==> config.mk <==
export PLATFORM = sky130hd
export DESIGN_NAME = rru_isqrt
export DESIGN_NICKNAME = d
export VERILOG_FILES = /design/src/rtl/rru_isqrt.sv
export SDC_FILE = /design/constraint.sdc
export NUM_CORES = 1
export LEC_CHECK = 0
export ABC_AREA = 0
export BUFFER_PORTS_ARGS = -buffer_cell sky130_fd_sc_hd__buf_2
export CORE_MARGIN = 2
export CORE_UTILIZATION = 57
export DETAILED_ROUTE_END_ITERATION = 10
export PLACE_DENSITY = 0.82
export SKIP_CTS_REPAIR_TIMING = 1
export SYNTH_ARGS = -nofsm -noshare
export SYNTH_HDL_FRONTEND = slang
export SYNTH_SLANG_ARGS = --single-unit
==> constraint.sdc <==
create_clock -name clock -period 5 [get_ports clock]
set_input_delay 0.5 -clock clock [delete_from_list [all_inputs] [get_ports clock]]
set_output_delay 0.5 -clock clock [all_outputs]
set_load 0.02 [all_outputs]
==> src/rtl/rru_isqrt.sv <==
// Pipelined integer square root, two result bits resolved per stage.
// Depends on nothing; carries a valid bit and a side payload through.
module rru_isqrt #(
   parameter int unsigned IN_W   = 30,
   parameter int unsigned SIDE_W = 8
) (
   input  logic                 clock,
   input  logic                 reset,
   input  logic                 advance,
   input  logic                 in_valid,
   input  logic [IN_W-1:0]      in_value,
   input  logic [SIDE_W-1:0]    in_side,
   output logic                 out_valid,
   output logic [IN_W/2-1:0]    out_root,
   output logic [SIDE_W-1:0]    out_side
);
   localparam int unsigned RW = IN_W / 2;
   localparam int unsigned STEPS = RW;
   localparam int unsigned PER = 2;
   localparam int unsigned NST = (STEPS + PER - 1) / PER;

   logic [IN_W-1:0]   rem_ff  [NST+1];
   logic [IN_W-1:0]   rem_in  [NST+1];
   logic [RW-1:0]     root_ff [NST+1];
   logic [RW-1:0]     root_in [NST+1];
   logic [SIDE_W-1:0] side_ff [NST+1];
   logic              vld_ff  [NST+1];

   always_comb begin
      rem_in[0]  = in_value;
      root_in[0] = '0;
      for (int s = 0; s < NST; s++) begin
         logic [IN_W-1:0] r;
         logic [RW-1:0]   q;
         logic [IN_W+1:0] trial;
         r = rem_ff[s];
         q = root_ff[s];
         for (int k = 0; k < PER; k++) begin
            int b;
            b = STEPS - 1 - (s * PER + k);
            if (b >= 0) begin
               trial = ((IN_W+2)'(q) << (b + 1)) | ((IN_W+2)'(1) << (2 * b));
               if ((IN_W+2)'(r) >= trial) begin
                  r = IN_W'((IN_W+2)'(r) - trial);
                  q = q | (RW'(1) << b);
               end
            end
         end
         rem_in[s+1]  = r;
         root_in[s+1] = q;
      end
   end

   always_ff @(posedge clock) begin
      if (advance) begin
         rem_ff[0]  <= rem_in[0];
         root_ff[0] <= root_in[0];
         side_ff[0] <= in_side;
         for (int s = 0; s < NST; s++) begin
            rem_ff[s+1]  <= rem_in[s+1];
            root_ff[s+1] <= root_in[s+1];
            side_ff[s+1] <= side_ff[s];
         end
      end
      if (reset) begin
         for (int s = 0; s <= NST; s++) vld_ff[s] <= 1'b0;
      end else if (advance) begin
         vld_ff[0] <= in_valid;
         for (int s = 0; s < NST; s++) vld_ff[s+1] <= vld_ff[s];
      end
   end

   assign out_valid = vld_ff[NST];
   assign out_root  = root_ff[NST];
   assign out_side  = side_ff[NST];
endmodule

==> results.yml, run 1 <==
logic_synthesis:
  ys_seq_area_share_pct: 54.7
  synthDistinctLibCells: 90
  synth-main-ff-cell: "edfxtp_1"
  synth-edff-count: 392
  synthCells: 1855
  ys_ff_latch: 392
  syn_area_mm2: 0.0215
  synth.avg_cell_area_um2: 11.6
  yosys_warnings: 0
  synth-async-reset-ratio_pct: 0
  synth_fp_nets: 2037
floorplanning:
  core_mm2: 0.0374
  dieArea_mm2: 0.0393
  rows: 71
  die_width_um: 198
  io_pins: 66
  initial_utilization_pct: 57.5
  die_h_um: 198
sta:
  tightest_slew_ns: 1.05
  skew_ns: 0.0183
  maxSlewHeadroom_pct: 29.8
  fmax_mhz: 209
  slew_viol_final: 0
  rsz0062_at_grt: "yes"
  finalSetupViolations: 0
  holdWs_ns: 0.0814
  timing.final.hold_violations: 0
  min_period_over_period_pct: 95.6
  fin_crit_ns: 4.78
  fin_setup_tns_ns: 0
setup_path:
  reg2reg_from: "rem_ff[0][184]"
  worst_setup_path_start_kind: "flip-flop"
  cp_slowest_cell: "edfxtp_1"
  crit_required_ns: 5.31
  path_cells: "inv_1 > ha_1 > nand2b_1 > a21o_1 > a2111oi_4 > or3_4 > buf_4 > nor2_1 > a21oi_2 > ha_2 > nand2_1 > or3_1 > nor4_4 > buf_4 > a31oi_1 > or3_4 > a31oi_4 > nand4_1 > xor2_1"
  r2r_slack_ns: 0.22
  crit_start: "rem_ff[0][184]"
  cp-end-kind: "flip-flop"
  max_stage_delay_ns: 0.49
  timing.rr.end: "rem_ff[0][239]"
  r2r_cells: 19
  worst-setup-path-type: "flip-flop to flip-flop"
  cp.arrival_ns: 5.09
  path_max_fanout: 9
power:
  ir_drop_v: 0.000400
  pwr-share-clk_pct: 24.5
  pwr-share-seq_pct: 36.6
  p_sw_uw: 4580
  comb_power_share_pct: 38.9
  cellInternalPower_uw: 8480
  power_per_cell_area_mw_per_mm2: 526
  cellLeakagePower_uw: 0.00979
  switching_share_pct: 35.1
placed_design:
  io_buffers: 65
  dpl.hpwl_um: 35200
  gp_congestion: 0.894
hold_path:
  min_path_type: "input pin to flip-flop"
  min_to: "rem_ff[0][20]"
  min_path_cells: 1
  hold_start: "in_value[20]"
flow_run:
  drv_cap: 0
status:
  status: "complete, no violations"
layout:
  final_common_cell: "edfxtp_1"
  nFillCells: 2736
  final_cell_mix: "edfxtp_1 (392), nor2_1 (144), ha_1 (139), a21oi_1 (124), buf_4 (124)"
  n_antenna_cell: 0
  drive_above_1_share_pct: 16.1
  fin_util_pct: 66.5
  nets: 2234
  area_growth_pct: 15.5
clock_network:
  clock-sinks: 392
  cts_made_buffers: 42
  clk_pin_slew_ns: 0.06
  cts_root_buffer: "clkbuf_16"
  clockBufferDepth: 3
  cts_tree: "yes"
  htreeDepth: 2
  clk-insertion-delay-late_ns: 0.59
routing:
  via_per_inst: 5.85
  vias: 15200
  wl_um: 47800
  drc: 0
  ant_nets: 0
  first_pass_iters: 5
  drt_iter0_drc: 957
  wl_per_cell_um: 18.4
global_routing:
  grt_pass1_wl_um: 75900
  grt_pass1_vias: 15200
  grtUsageTotal_pct: 24.6
  grt_start_max_net_pins: 131
  overflow: 0
  antenna_found_initial: 0
## area by class of cell
class                           instances  area, um^2  area share (%)
Sequential cell                       392       11800            47.4
Timing Repair Buffer                  192        1320            5.30
Clock inverter                         27         353            1.42
Multi-Input combinational cell       1299        9220            37.1
Clock buffer                           49        1080            4.33
Inverter                              125         472            1.90
Tap cell                              511         639            2.57
## synthesized netlist by cell type (27+ instances only)
| cell | instances | area [um^2] |
|---|---|---|
| inv_1 | 121 | 454 |
| a21oi_1 | 133 | 666 |
| o21ai_0 | 65 | 325 |
| nor2_1 | 145 | 544 |
| xnor2_1 | 99 | 867 |
| nand2_1 | 114 | 428 |
| nand4_1 | 33 | 206 |
| and2_1 | 27 | 169 |
| nand3_1 | 50 | 250 |
| nor3_1 | 49 | 245 |
| nor4_1 | 41 | 257 |
| ha_1 | 140 | 1750 |
| a21o_1 | 37 | 278 |
| xor2_1 | 66 | 578 |
| edfxtp_1 | 392 | 11800 |
## layer usage
metal / part of all wire (%) / routed length [um] / vias up / global-route usage (%)
li1: - / - / 7317 / -
met1: 39 / 18600 / 7291 / 27.4
met2: 53 / 25100 / 435 / 46.3
met3: 3.9 / 1880 / 128 / 3.71
met4: 4.6 / 2220 / 0 / 10.7
met5: 0 / 0 / - / 0
## logic make-up after synthesis
family | Yosys count | share of synthesized area [%]
compound gates | 376 | 11.3
mux | 24 | 1.21
buf+inv | 165 | 3.27
xor+xnor | 166 | 6.84
flops | 392 | 54.7
fa+ha+maj | 140 | 8.14
simple gates | 592 | 14.5
## power groups by stage
stage / registers (uW) / logic, uW / clock network [uW]
4_1_cts: 4780 / 4940 / 3250
5_1_grt: 4840 / 5610 / 3360
3_5_place_dp: 4840 / 4890 / 0
6_report: 4790 / 5080 / 3200
3_3_place_gp: 4810 / 4780 / 0
2_1_floorplan: 4710 / 3630 / 0
## registers in the layout, summed over array words and instances (netlist names)
name,cells
rem_ff,240
root_ff,71
side_ff,72
vld_ff,9
## critical path: cells and delay by family, from the launching register on
| family | cells | cell delay [ns] |
|---|---|---|
| xor+xnor | 1 | 0.18 |
| buf+inv | 3 | 0.51 |
| simple gates | 8 | 2.00 |
| flops | 1 | 0.49 |
| fa+ha+maj | 2 | 0.60 |
| compound gates | 5 | 0.71 |
## worst max path at each step
stage / end / cells after the start
floorplan: rem_ff[0][206] / 25
global placement: rem_ff[0][216] / 18
detailed placement: rem_ff[0][216] / 18
CTS: rem_ff[0][224] / 18
global route: rem_ff[0][239] / 21
finish: rem_ff[0][239] / 19
## stage by stage
stage                     instances  instance area (um^2)  worst slack, ns  power [uW]
final                          2595                 24900            0.222       13100
after global routing           2595                 24900          -0.0403       13800
after CTS                      2584                 24600           -0.143       13000
after detailed placement       2508                 23200          -0.0640        9720
after global placement         2508                 23200           0.0344        9590
after floorplan                1855                 21500            0.133        8350
(Power assumes the default switching activity.)
==> run 2: changes to the inputs <==
--- a/config.mk
+++ b/config.mk
@@ -8,9 +8,9 @@
 export ABC_AREA = 0
 export BUFFER_PORTS_ARGS = -buffer_cell sky130_fd_sc_hd__buf_2
 export CORE_MARGIN = 2
-export CORE_UTILIZATION = 57
+export CORE_UTILIZATION = 40
 export DETAILED_ROUTE_END_ITERATION = 10
-export PLACE_DENSITY = 0.82
+export PLACE_DENSITY = 0.62
 export SKIP_CTS_REPAIR_TIMING = 1
 export SYNTH_ARGS = -nofsm -noshare
 export SYNTH_HDL_FRONTEND = slang
==> results.yml, run 2 (same netlist as run 1, synthesis figures left out) <==
global_routing:
  antenna_found_initial: 0
  grt_pass1_wl_um: 75300
  grt_start_max_net_pins: 119
  grt_pass1_vias: 15100
  overflow: 0
  grtUsageTotal_pct: 16.5
placed_design:
  dpl.hpwl_um: 35000
  io_buffers: 65
  gp_congestion: 0.946
  dp.cells: 2706
  pre_cts_slack_ns: -0.0470
  placed_area_mm2: 0.0235
sta:
  maxSlewHeadroom_pct: 43.9
  fin_crit_ns: 4.85
  min_period_over_period_pct: 97.0
  fin_ws_ns: 0.151
  fmax_mhz: 206
  tightest_slew_ns: 0.834
  timing.final.hold_violations: 0
  slew_viol_final: 0
  finalSetupViolations: 0
  skew_ns: 0.0214
routing:
  drt_iter0_drc: 936
  wl_per_cell_um: 16.9
  ant_nets: 0
  vias: 15000
  via_per_inst: 5.34
  first_pass_iters: 5
  wl_um: 47400
  drc: 0
setup_path:
  path_cells: "inv_1 > ha_1 > nor2b_1 > o21bai_1 > a21boi_2 > or3_4 > buf_6 > nor2_2 > nor2_1 > ha_1 > a21o_1 > a21o_1 > a21oi_2 > o21ai_1 > and2_1 > a31oi_1 > buf_4 > nor4bb_4 > nand4bb_1 > buf_6 > mux2_2"
  r2r_cells: 21
  max_stage_delay_ns: 0.47
  path_max_fanout: 8
  reg2reg_from: "root_ff[2][20]"
  worst_setup_path_start_kind: "flip-flop"
  crit_required_ns: 5.31
  cp_top_family: "simple AND/OR/NAND/NOR gates"
  path_buf_inv: 4
  cp_slowest_cell: "or3_4"
  cp.arrival_ns: 5.16
  timing.rr.end: "rem_ff[0][193]"
  worst-setup-path-type: "flip-flop to flip-flop"
  r2r_slack_ns: 0.15
  cp-end-kind: "flip-flop"
layout:
  largest-register: "rem_ff"
  largest_reg_flops: 240
  n_antenna_cell: 0
  largestRegisters: "rem_ff x240, side_ff x72, root_ff x71"
  final_common_cell: "edfxtp_1"
  area_growth_pct: 17.5
  final_cell_mix: "edfxtp_1 (392), nor2_1 (143), buf_4 (140), ha_1 (134), a21oi_1 (127)"
  nFillCells: 4797
  finalNonFillerCells: 2801
  nets: 2255
  drive_above_1_share_pct: 17.4
  stdcell_area_mm2: 0.0253
  fin_util_pct: 47.3
floorplanning:
  die_h_um: 236
  initial_utilization_pct: 40.2
  dieArea_mm2: 0.0557
  rows: 85
  core_mm2: 0.0535
  io_pins: 66
  die_width_um: 236
power:
  power_uw: 13100
  power_per_cell_area_mw_per_mm2: 518
  ir_drop_v: 0.000416
  cellLeakagePower_uw: 0.00988
clock_network:
  clockBufferDepth: 3
  cts_root_buffer: "clkbuf_16"
  cts_made_buffers: 43
  clock-sinks: 392
  clk-insertion-delay-late_ns: 0.57
  htreeDepth: 2
  clk_pin_slew_ns: 0.06
  cts_tree: "yes"
flow_run:
  drv_cap: 0
hold_path:
  hold_start: "in_value[12]"
  min_to: "rem_ff[0][12]"
  min_path_cells: 1
  min_path_type: "input pin to flip-flop"
status:
  status: "complete, no violations"
run 2: cell count changes in the layout (fill, tap and decap cells not counted), moves of 2 or more:
cell and delta:
inv_1 -4, clkinv_16 -2, ha_1 -5, buf_6 +2, a21oi_2 -3, inv_2 +3
buf_4 +16, a2111oi_2 +2, ha_4 +5, clkinv_8 +2, a21oi_1 +3, clkbuf_1 -3
run 2: how the worst max path moves through the flow:
stage | slack [ns] | start | depth (start not counted) | to
detailed placement | -0.05 | root_ff[2][12] | 21 | rem_ff[0][176]
CTS | -0.11 | root_ff[2][12] | 21 | rem_ff[0][176]
finish | 0.15 | root_ff[2][20] | 21 | rem_ff[0][193]
global placement | 0.02 | root_ff[2][13] | 21 | rem_ff[0][176]
global route | -0.05 | root_ff[3][10] | 21 | rem_ff[0][213]
floorplan | 0.13 | root_ff[2][22] | 25 | rem_ff[0][206]
run 2: worst register-to-register path, stage by stage, from the launching register on:
cell and delay [ns]:
edfxtp_1 0.40, inv_1 0.08, ha_1 0.35, nor2b_1 0.17, o21bai_1 0.31, a21boi_2 0.10
or3_4 0.47, buf_6 0.15, nor2_2 0.07, nor2_1 0.06, ha_1 0.33, a21o_1 0.20
a21o_1 0.19, a21oi_2 0.15, o21ai_1 0.08, and2_1 0.15, a31oi_1 0.15, buf_4 0.15
nor4bb_4 0.18, nand4bb_1 0.28, buf_6 0.25, mux2_2 0.30
run 2: routing by layer:
layer | up-vias | share of wire [%] | track usage [%]
met2 | 336 | 51 | 30.2
met3 | 128 | 3.3 | 2.31
met1 | 7120 | 42 | 19.3
met5 | - | 0 | 0
met4 | 0 | 4.1 | 7.01
li1 | 7370 | - | -
run 2: power by group:
part | leakage, uW | switching (uW) | internal [uW]
Clock | 0.000695 | 1320 | 1850
Combinational | 0.00541 | 2900 | 2250
Sequential | 0.00377 | 379 | 4400
run 2: final cells by class:
class | instances | area, um^2 | share of cell area [%]
clock inverter | 30 | 327 | 1.29
multi-input combinational | 1299 | 9280 | 36.7
clock buffer | 47 | 1090 | 4.31
timing repair buffer | 212 | 1490 | 5.87
sequential | 392 | 11800 | 46.5
tap | 696 | 871 | 3.44
inverter | 125 | 474 | 1.87
run 2: metrics by stage:
stage          hold slack [ns]  setup TNS (ns)
2_1_floorplan            0.400               0
6_report                 0.101               0
3_3_place_gp             0.401               0
4_1_cts                 0.0633          -0.491
3_5_place_dp             0.405          -0.187
5_1_grt                 0.0728          -0.547
